[config.mk]
export PLATFORM = sky130hd
export DESIGN_NAME = length_framed_xor_frame_receiver
export DESIGN_NICKNAME = d
export VERILOG_FILES = /design/src/hw/rtl/lfxr_pkg.sv /design/src/hw/rtl/length_framed_xor_frame_receiver.sv
export SDC_FILE = /design/constraint.sdc
export NUM_CORES = 1
export LEC_CHECK = 0
export BUFFER_PORTS_ARGS = -buffer_cell sky130_fd_sc_hd__buf_2
export CAP_MARGIN = 20
export CORE_MARGIN = 3
export CORE_UTILIZATION = 40
export CTS_BUF_LIST = sky130_fd_sc_hd__clkbuf_16
export CTS_CLUSTER_SIZE = 25
export DETAILED_ROUTE_END_ITERATION = 10
export GPL_TIMING_DRIVEN = 0
export PLACE_DENSITY = 0.6
export SLEW_MARGIN = 20
export SYNTH_ARGS = -nofsm -noshare
export SYNTH_HDL_FRONTEND = slang
export SYNTH_SLANG_ARGS = --single-unit
[constraint.sdc]
create_clock -name clock -period 13.1 [get_ports clock]
set_clock_uncertainty 0.15 [all_clocks]
set_input_delay 0.655 -clock clock [delete_from_list [all_inputs] [get_ports clock]]
set_output_delay 0.655 -clock clock [all_outputs]
set_load 0.02 [all_outputs]
[src/hw/rtl/lfxr_pkg.sv]
// Shared types and codes for the length-framed XOR frame receiver.
package lfxr_pkg;

   // Input actions
   localparam logic [1:0] ACT_BYTE = 2'd0;
   localparam logic [1:0] ACT_TICK = 2'd1;
   localparam logic [1:0] ACT_ARM  = 2'd2;

   // Result kinds
   localparam logic KIND_DATA = 1'b0;
   localparam logic KIND_END  = 1'b1;

   // End status codes
   localparam logic [2:0] ST_OK       = 3'd0;
   localparam logic [2:0] ST_TIMEOUT  = 3'd1;
   localparam logic [2:0] ST_BADSTART = 3'd2;
   localparam logic [2:0] ST_TOOLONG  = 3'd3;
   localparam logic [2:0] ST_NACK     = 3'd4;
   localparam logic [2:0] ST_CHKSUM   = 3'd5;

   // Receive phases
   localparam int          PHASE_W  = 3;
   localparam logic [2:0] PH_IDLE  = 3'd0;
   localparam logic [2:0] PH_START = 3'd1;
   localparam logic [2:0] PH_LENH  = 3'd2;
   localparam logic [2:0] PH_LENL  = 3'd3;
   localparam logic [2:0] PH_RSP   = 3'd4;
   localparam logic [2:0] PH_DATA  = 3'd5;
   localparam logic [2:0] PH_CHK   = 3'd6;

   // Control register indexes
   localparam int          CSR_INDEX_W      = 3;
   localparam logic [2:0] CSR_START_BYTE   = 3'd0;
   localparam logic [2:0] CSR_NACK_CODE    = 3'd1;
   localparam logic [2:0] CSR_FIRST_TMO    = 3'd2;
   localparam logic [2:0] CSR_BYTE_TMO     = 3'd3;
   localparam logic [2:0] CSR_MAX_PAYLOAD  = 3'd4;
   localparam logic [2:0] CSR_CHECK_ENABLE = 3'd5;

   // Register reset values
   localparam logic [7:0]  RST_START_BYTE   = 8'hAA;
   localparam logic [7:0]  RST_NACK_CODE    = 8'h00;
   localparam logic [15:0] RST_FIRST_TMO    = 16'd5000;
   localparam logic [15:0] RST_BYTE_TMO     = 16'd100;
   localparam logic [15:0] RST_MAX_PAYLOAD  = 16'd256;
   localparam logic        RST_CHECK_ENABLE = 1'b1;

   // One result item
   typedef struct packed {
      logic        kind;
      logic [7:0]  data_byte;
      logic [7:0]  rsp_code;
      logic [2:0]  status;
      logic [7:0]  nack_error;
      logic [15:0] data_count;
   } rsp_type;

endpackage

[src/hw/rtl/length_framed_xor_frame_receiver.sv]
// Length-framed response receiver with XOR checksum check.
//
// Usage: each req_ item is a received byte, a one-millisecond tick or an arm
// command. An arm starts the wait for the start byte; ticks count against
// the first-byte limit and then the limit between later bytes. The frame is
// start byte, big-endian 16-bit length, response code, length-1 data bytes
// and an XOR checksum over length, code and data bytes. Every data byte gives
// one rsp_ item of kind 0; the frame closes with one item of kind 1 that
// carries the status, code, data count and NACK error byte.
// Throughput: one item per cycle while req_stall is low. Each item updates the
// frame state in the cycle it is accepted; its result, if any, is registered.
// When rsp_stall holds a result, a skid register takes the next one and
// req_stall rises only while that skid register is full.
// Reset (synchronous, active high) leaves the block idle and not armed, the
// control registers at their defaults and both output registers empty.
// csr_ writes are always ready and must be issued only while idle.
module length_framed_xor_frame_receiver (
   input  logic                              clock,
   input  logic                              reset,
   // Input item channel
   input  logic                              req_valid,
   output logic                              req_stall,
   input  logic [1:0]                        req_action,
   input  logic [7:0]                        req_rx_byte,
   // Result item channel
   output logic                              rsp_valid,
   input  logic                              rsp_stall,
   output logic                              rsp_kind,
   output logic [7:0]                        rsp_data_byte,
   output logic [7:0]                        rsp_rsp_code,
   output logic [2:0]                        rsp_status,
   output logic [7:0]                        rsp_nack_error,
   output logic [15:0]                       rsp_data_count,
   // Control register write channel
   input  logic                              csr_valid,
   output logic                              csr_ready,
   input  logic [lfxr_pkg::CSR_INDEX_W-1:0]  csr_index,
   input  logic [15:0]                       csr_data
);

   // Control registers
   logic [7:0]  start_byte_ff;
   logic [7:0]  nack_code_ff;
   logic [15:0] first_tmo_ff;
   logic [15:0] byte_tmo_ff;
   logic [15:0] max_payload_ff;
   logic        check_enable_ff;

   // Frame state
   logic [lfxr_pkg::PHASE_W-1:0] phase_ff, phase_in;
   logic [7:0]  length_high_ff, length_high_in;
   logic [15:0] bytes_left_ff, bytes_left_in;
   logic [7:0]  running_xor_ff, running_xor_in;
   logic [7:0]  held_rsp_ff, held_rsp_in;
   logic [7:0]  first_data_ff, first_data_in;
   logic [15:0] count_ff, count_in;
   logic [15:0] elapsed_ff, elapsed_in;

   // Output and skid registers
   lfxr_pkg::rsp_type out_ff, skid_ff;
   logic              out_valid_ff, skid_valid_ff;

   lfxr_pkg::rsp_type res;
   logic              res_valid;
   logic              accept;
   logic              out_free;
   logic [15:0]       length_full;
   logic [15:0]       elapsed_inc;
   logic [15:0]       tmo_limit;

   assign csr_ready = 1'b1;
   assign req_stall = skid_valid_ff;
   assign accept    = req_valid && !skid_valid_ff;
   assign out_free  = !out_valid_ff || !rsp_stall;

   assign length_full = {length_high_ff, req_rx_byte};
   assign elapsed_inc = (elapsed_ff != 16'hFFFF) ? elapsed_ff + 16'd1 : elapsed_ff;
   assign tmo_limit   = (phase_ff == lfxr_pkg::PH_START) ? first_tmo_ff : byte_tmo_ff;

   // Write control registers
   always_ff @(posedge clock) begin
      if (reset) begin
         start_byte_ff   <= lfxr_pkg::RST_START_BYTE;
         nack_code_ff    <= lfxr_pkg::RST_NACK_CODE;
         first_tmo_ff    <= lfxr_pkg::RST_FIRST_TMO;
         byte_tmo_ff     <= lfxr_pkg::RST_BYTE_TMO;
         max_payload_ff  <= lfxr_pkg::RST_MAX_PAYLOAD;
         check_enable_ff <= lfxr_pkg::RST_CHECK_ENABLE;
      end else if (csr_valid) begin
         unique case (csr_index)
            lfxr_pkg::CSR_START_BYTE:   start_byte_ff   <= csr_data[7:0];
            lfxr_pkg::CSR_NACK_CODE:    nack_code_ff    <= csr_data[7:0];
            lfxr_pkg::CSR_FIRST_TMO:    first_tmo_ff    <= csr_data;
            lfxr_pkg::CSR_BYTE_TMO:     byte_tmo_ff     <= csr_data;
            lfxr_pkg::CSR_MAX_PAYLOAD:  max_payload_ff  <= csr_data;
            lfxr_pkg::CSR_CHECK_ENABLE: check_enable_ff <= csr_data[0];
            default: ;
         endcase
      end
   end

   // Advance the frame state for one accepted item
   always_comb begin
      phase_in       = phase_ff;
      length_high_in = length_high_ff;
      bytes_left_in  = bytes_left_ff;
      running_xor_in = running_xor_ff;
      held_rsp_in    = held_rsp_ff;
      first_data_in  = first_data_ff;
      count_in       = count_ff;
      elapsed_in     = elapsed_ff;
      res_valid      = 1'b0;
      res.kind       = lfxr_pkg::KIND_END;
      res.data_byte  = 8'd0;
      res.status     = lfxr_pkg::ST_OK;
      res.nack_error = 8'd0;
      if (accept) begin
         unique case (req_action)
            lfxr_pkg::ACT_ARM: begin
               phase_in       = lfxr_pkg::PH_START;
               length_high_in = 8'd0;
               bytes_left_in  = 16'd0;
               running_xor_in = 8'd0;
               held_rsp_in    = 8'd0;
               first_data_in  = 8'd0;
               count_in       = 16'd0;
               elapsed_in     = 16'd0;
            end
            lfxr_pkg::ACT_TICK: begin
               if (phase_ff != lfxr_pkg::PH_IDLE) begin
                  elapsed_in = elapsed_inc;
                  if (elapsed_inc > tmo_limit) begin
                     res_valid  = 1'b1;
                     res.status = lfxr_pkg::ST_TIMEOUT;
                     phase_in   = lfxr_pkg::PH_IDLE;
                  end
               end
            end
            lfxr_pkg::ACT_BYTE: begin
               elapsed_in = 16'd0;
               unique case (phase_ff)
                  lfxr_pkg::PH_START: begin
                     if (req_rx_byte != start_byte_ff) begin
                        res_valid  = 1'b1;
                        res.status = lfxr_pkg::ST_BADSTART;
                        phase_in   = lfxr_pkg::PH_IDLE;
                     end else begin
                        running_xor_in = 8'd0;
                        phase_in       = lfxr_pkg::PH_LENH;
                     end
                  end
                  lfxr_pkg::PH_LENH: begin
                     length_high_in = req_rx_byte;
                     running_xor_in = running_xor_ff ^ req_rx_byte;
                     phase_in       = lfxr_pkg::PH_LENL;
                  end
                  lfxr_pkg::PH_LENL: begin
                     running_xor_in = running_xor_ff ^ req_rx_byte;
                     bytes_left_in  = length_full;
                     if (length_full > max_payload_ff) begin
                        res_valid  = 1'b1;
                        res.status = lfxr_pkg::ST_TOOLONG;
                        phase_in   = lfxr_pkg::PH_IDLE;
                     end else begin
                        phase_in = lfxr_pkg::PH_RSP;
                     end
                  end
                  lfxr_pkg::PH_RSP: begin
                     held_rsp_in    = req_rx_byte;
                     running_xor_in = running_xor_ff ^ req_rx_byte;
                     if (bytes_left_ff > 16'd1) begin
                        bytes_left_in = bytes_left_ff - 16'd1;
                        phase_in      = lfxr_pkg::PH_DATA;
                     end else begin
                        bytes_left_in = 16'd0;
                        phase_in      = lfxr_pkg::PH_CHK;
                     end
                  end
                  lfxr_pkg::PH_DATA: begin
                     if (count_ff == 16'd0) first_data_in = req_rx_byte;
                     if (count_ff != 16'hFFFF) count_in = count_ff + 16'd1;
                     running_xor_in = running_xor_ff ^ req_rx_byte;
                     bytes_left_in  = bytes_left_ff - 16'd1;
                     if (bytes_left_ff == 16'd1) phase_in = lfxr_pkg::PH_CHK;
                     res_valid     = 1'b1;
                     res.kind      = lfxr_pkg::KIND_DATA;
                     res.data_byte = req_rx_byte;
                  end
                  lfxr_pkg::PH_CHK: begin
                     phase_in  = lfxr_pkg::PH_IDLE;
                     res_valid = 1'b1;
                     // checksum mismatch outranks a NACK
                     if (check_enable_ff && (req_rx_byte != running_xor_ff)) begin
                        res.status = lfxr_pkg::ST_CHKSUM;
                     end else if (held_rsp_ff == nack_code_ff) begin
                        res.status     = lfxr_pkg::ST_NACK;
                        res.nack_error = (count_ff != 16'd0) ? first_data_ff : 8'd0;
                     end
                  end
                  default: ;
               endcase
            end
            default: ;
         endcase
      end
      res.rsp_code   = held_rsp_in;
      res.data_count = count_in;
   end

   // Hold the frame state
   always_ff @(posedge clock) begin
      if (reset) begin
         phase_ff       <= lfxr_pkg::PH_IDLE;
         length_high_ff <= 8'd0;
         bytes_left_ff  <= 16'd0;
         running_xor_ff <= 8'd0;
         held_rsp_ff    <= 8'd0;
         first_data_ff  <= 8'd0;
         count_ff       <= 16'd0;
         elapsed_ff     <= 16'd0;
      end else begin
         phase_ff       <= phase_in;
         length_high_ff <= length_high_in;
         bytes_left_ff  <= bytes_left_in;
         running_xor_ff <= running_xor_in;
         held_rsp_ff    <= held_rsp_in;
         first_data_ff  <= first_data_in;
         count_ff       <= count_in;
         elapsed_ff     <= elapsed_in;
      end
   end

   // Output register with skid stage
   always_ff @(posedge clock) begin
      if (reset) begin
         out_valid_ff  <= 1'b0;
         skid_valid_ff <= 1'b0;
      end else if (skid_valid_ff) begin
         if (out_free) begin
            out_valid_ff  <= 1'b1;
            skid_valid_ff <= 1'b0;
         end
      end else if (res_valid) begin
         if (out_free) begin
            out_valid_ff <= 1'b1;
         end else begin
            skid_valid_ff <= 1'b1;
         end
      end else if (out_free) begin
         out_valid_ff <= 1'b0;
      end
   end

   // Move payload into the output or skid register
   always_ff @(posedge clock) begin
      if (skid_valid_ff) begin
         if (out_free) out_ff <= skid_ff;
      end else if (res_valid) begin
         if (out_free) begin
            out_ff <= res;
         end else begin
            skid_ff <= res;
         end
      end
   end

   assign rsp_valid      = out_valid_ff;
   assign rsp_kind       = out_ff.kind;
   assign rsp_data_byte  = out_ff.data_byte;
   assign rsp_rsp_code   = out_ff.rsp_code;
   assign rsp_status     = out_ff.status;
   assign rsp_nack_error = out_ff.nack_error;
   assign rsp_data_count = out_ff.data_count;

endmodule

==> run metrics <==
status finished, final reports clean; unrepaired setup endpoints after global routing false; vias in the first global route 8,355; Setup violations, final 0; CTS Sinks 238; setup TNS 0 ns; Slew HR 0.386; root buf cell clkbuf_16; grt ovf 0; leakage power 5.16 nW; final worst-path cycle share 0.413; hold path cells 2; synthesized instance count approximately 1.2k; WHS Endpoint max_payload_ff[8]$_SDFFE_PP1P_; Syn Area/Cell 9.39 um^2; port buffer count 76; Initial Util 0.408; Hold Fails Final Rpt 0; TritonCTS clock tree done; Tmin final 5.42 ns; asr flop ratio synth 0; NumNets Final 1,390; Core Region between 20,000 and 30,000 um^2; Detailed Route WL just under 30,000 um; DRC viols 0; vias per cell around 5.3; post-CTS setup buffers 0; largest net degree at the start of global routing 26; total power per unit cell area 118 nW/um^2; WL/cell 17.0 um; HP Start csr_data[8]; Setup crit end kind register; Total GRT Usage 0.188; Tot Pwr ~1.6 mW; Critical R2R Capture rsp_rsp_code[5]$_DFFE_PP_; cell area after synthesis 11,400 um^2; reg-to-reg slack, setup ~7.7 ns; cell area after layout 13,100 um^2; Detail Placement HPWL 21,600 um; Placed Instances about 1.7k; distinct cell type count of the synthesized netlist 75; routed vias 9,092; register clock-pin slew on the reported worst setup and hold paths 0.06 ns; fin. max-slew vios 0; critical path arrival 5.56 ns; CTS hold repair buffers 0; placed inst area about 12,000 um^2; Hold WC Path Type input port to register; Reg2Reg Depth 14; Layout area overhead 15.5%; WS Path Type register to register; antenna viol nets, final 0; Critical Path Source Type register; clk_lat worst skew 0.55 ns; fill cell count 2,734; Synth Flop Type dfxtp_1; post-layout util 0.471; Final Wtd Congestion between 0.8 and 0.9; FP Rows 61; Die Width 175 um; Ports 81; Slew @ Worst Pin 0.918 ns; ratio of cells with drive above 1 in the final layout 0.123; CP max FO 23; Iteration-0 DRC Markers 771; fmax around 180 MHz; worst r2r src phase_ff[1]$_SDFFE_PP0P_; Vert. Die Dim 175 um; first-pass GRT wire length between 40,000 and 50,000 um; DR pass1 iterations 5; die area 30,500 um^2; Synth Register Bits 238; maxcap violations 0; Req. time, crit path 13.25 ns; H-tree depth 1; Synth warnings 0; Non-Filler Instances around 1.7k; sequential fraction of the synthesis area 0.497; CTS buffer count 27; syn nets 1,282; post-CTS sizing 0; Post-synth EDFFs 88; maximum buffer depth of the clock tree 3; Antenna Cells 0; antenna violations before repair 0; Max IR drop VDD 0.0000871 V
where the power goes:
group,switching (mW),internal (mW),leakage [nW]
Sequential,0.00373,0.768,2.12
Clock,0.298,0.394,0.433
Combinational,0.0606,0.0270,2.60
final cells by class:
class	count	area (um^2)	share of cell area
multi-input cells	863	5310	0.404
flip-flops and latches	238	5650	0.430
clock inverters	21	134	0.0102
well taps	378	473	0.0360
plain buffers	67	270	0.0206
inverters	42	158	0.0120
repair buffers	79	463	0.0353
clock buffers	27	676	0.0515
cell usage after synthesis, types with 22 or more instances:
cell	number	area, um^2
ha_1	38	475
o21ai_0	40	200
dfxtp_1	150	3000
a21o_1	25	188
nand2_1	185	694
inv_1	41	154
clkbuf_1	55	206
xnor2_1	22	193
nor3_1	31	155
nand3_1	32	160
xor2_1	23	201
nor2_1	90	338
a21oi_1	101	505
edfxtp_1	88	2640
state kept, by name, summed over array words and instances, names as in the netlist, 3 cells and up:
name / cells
running_xor_ff: 8
phase_ff: 3
length_high_ff: 8
byte_tmo_ff: 16
held_rsp_ff: 8
rsp_status: 3
rsp_nack_error: 8
skid_ff: 44
nack_code_ff: 8
first_data_ff: 8
start_byte_ff: 8
rsp_rsp_code: 8
first_tmo_ff: 16
bytes_left_ff: 16
max_payload_ff: 16
count_ff: 16
rsp_data_count: 16
rsp_data_byte: 8
elapsed_ff: 16
worst max-delay path by stage:
stage | from | end | slack [ns] | depth (start not counted)
2_1_floorplan | elapsed_ff[0]$_SDFFE_PP0P_ | rsp_data_byte[0]$_DFFE_PP_ | 7.26 | 16
3_3_place_gp | phase_ff[1]$_SDFFE_PP0P_ | rsp_rsp_code[4]$_DFFE_PP_ | 5.70 | 12
3_5_place_dp | phase_ff[1]$_SDFFE_PP0P_ | rsp_rsp_code[1]$_DFFE_PP_ | 7.79 | 14
4_1_cts | phase_ff[1]$_SDFFE_PP0P_ | rsp_rsp_code[5]$_DFFE_PP_ | 7.77 | 14
5_1_grt | phase_ff[1]$_SDFFE_PP0P_ | rsp_rsp_code[5]$_DFFE_PP_ | 7.37 | 14
6_report | phase_ff[1]$_SDFFE_PP0P_ | rsp_rsp_code[5]$_DFFE_PP_ | 7.68 | 14
cell families (layout without fill, tap and decap cells):
logic type               after synthesis  after routing  share of synthesized area
multiplexers                          35             35                     0.0326
buffers and inverters                109            236                     0.0377
XOR/XNOR                              45             45                     0.0347
other                                  1              1                   0.000330
adder cells (fa/ha/maj)               38             38                     0.0418
flip-flops                           238            238                      0.497
AND/OR/NAND/NOR                      464            464                      0.195
AO/OA/AOI/OAI                        280            280                      0.161
cells in the final DEF (no fill, tap or decap), types with 23 or more instances in the layout:
| cell | synthesis | final |
|---|---|---|
| xor2_1 | 23 | 23 |
| o21ai_0 | 40 | 40 |
| dfxtp_1 | 150 | 150 |
| nand2_1 | 185 | 185 |
| inv_1 | 41 | 51 |
| ha_1 | 38 | 38 |
| nor2_1 | 90 | 89 |
| clkbuf_1 | 55 | 55 |
| a21o_1 | 25 | 25 |
| edfxtp_1 | 88 | 88 |
| nor3_1 | 31 | 31 |
| buf_2 | 6 | 82 |
| a21oi_1 | 101 | 101 |
| clkbuf_16 | 0 | 27 |
| nand3_1 | 32 | 32 |
through the flow:
stage,hold WS (ns),worst slack [ns]
finish,0.232,7.68
global route,0.219,7.37
CTS,0.212,7.77
detailed placement,0.296,7.79
global placement,0.289,5.70
floorplan,0.283,7.26
worst max-delay path, stage by stage (launching register included):
cell and delay (ns):
dfxtp_1 0.32, clkbuf_1 0.22, nor2_1 0.76, clkbuf_1 0.67, mux2i_1 0.27, ha_1 0.28, a211oi_1 0.22, o21ai_0 0.13
a221oi_1 0.51, nand3_1 0.27, a32o_1 0.32, o21ai_1 0.47, a21boi_4 0.17, buf_16 0.22, buf_16 0.17
routing by layer:
| layer | share of wire | track usage | wire (um) |
|---|---|---|---|
| met1 | 0.49 | 0.278 | 14200 |
| met4 | 0.020 | 0.0406 | 580 |
| met2 | 0.44 | 0.294 | 13000 |
| met5 | 0 | 0 | 0 |
| met3 | 0.050 | 0.0256 | 1460 |
Power figures use the tool's default switching activity.
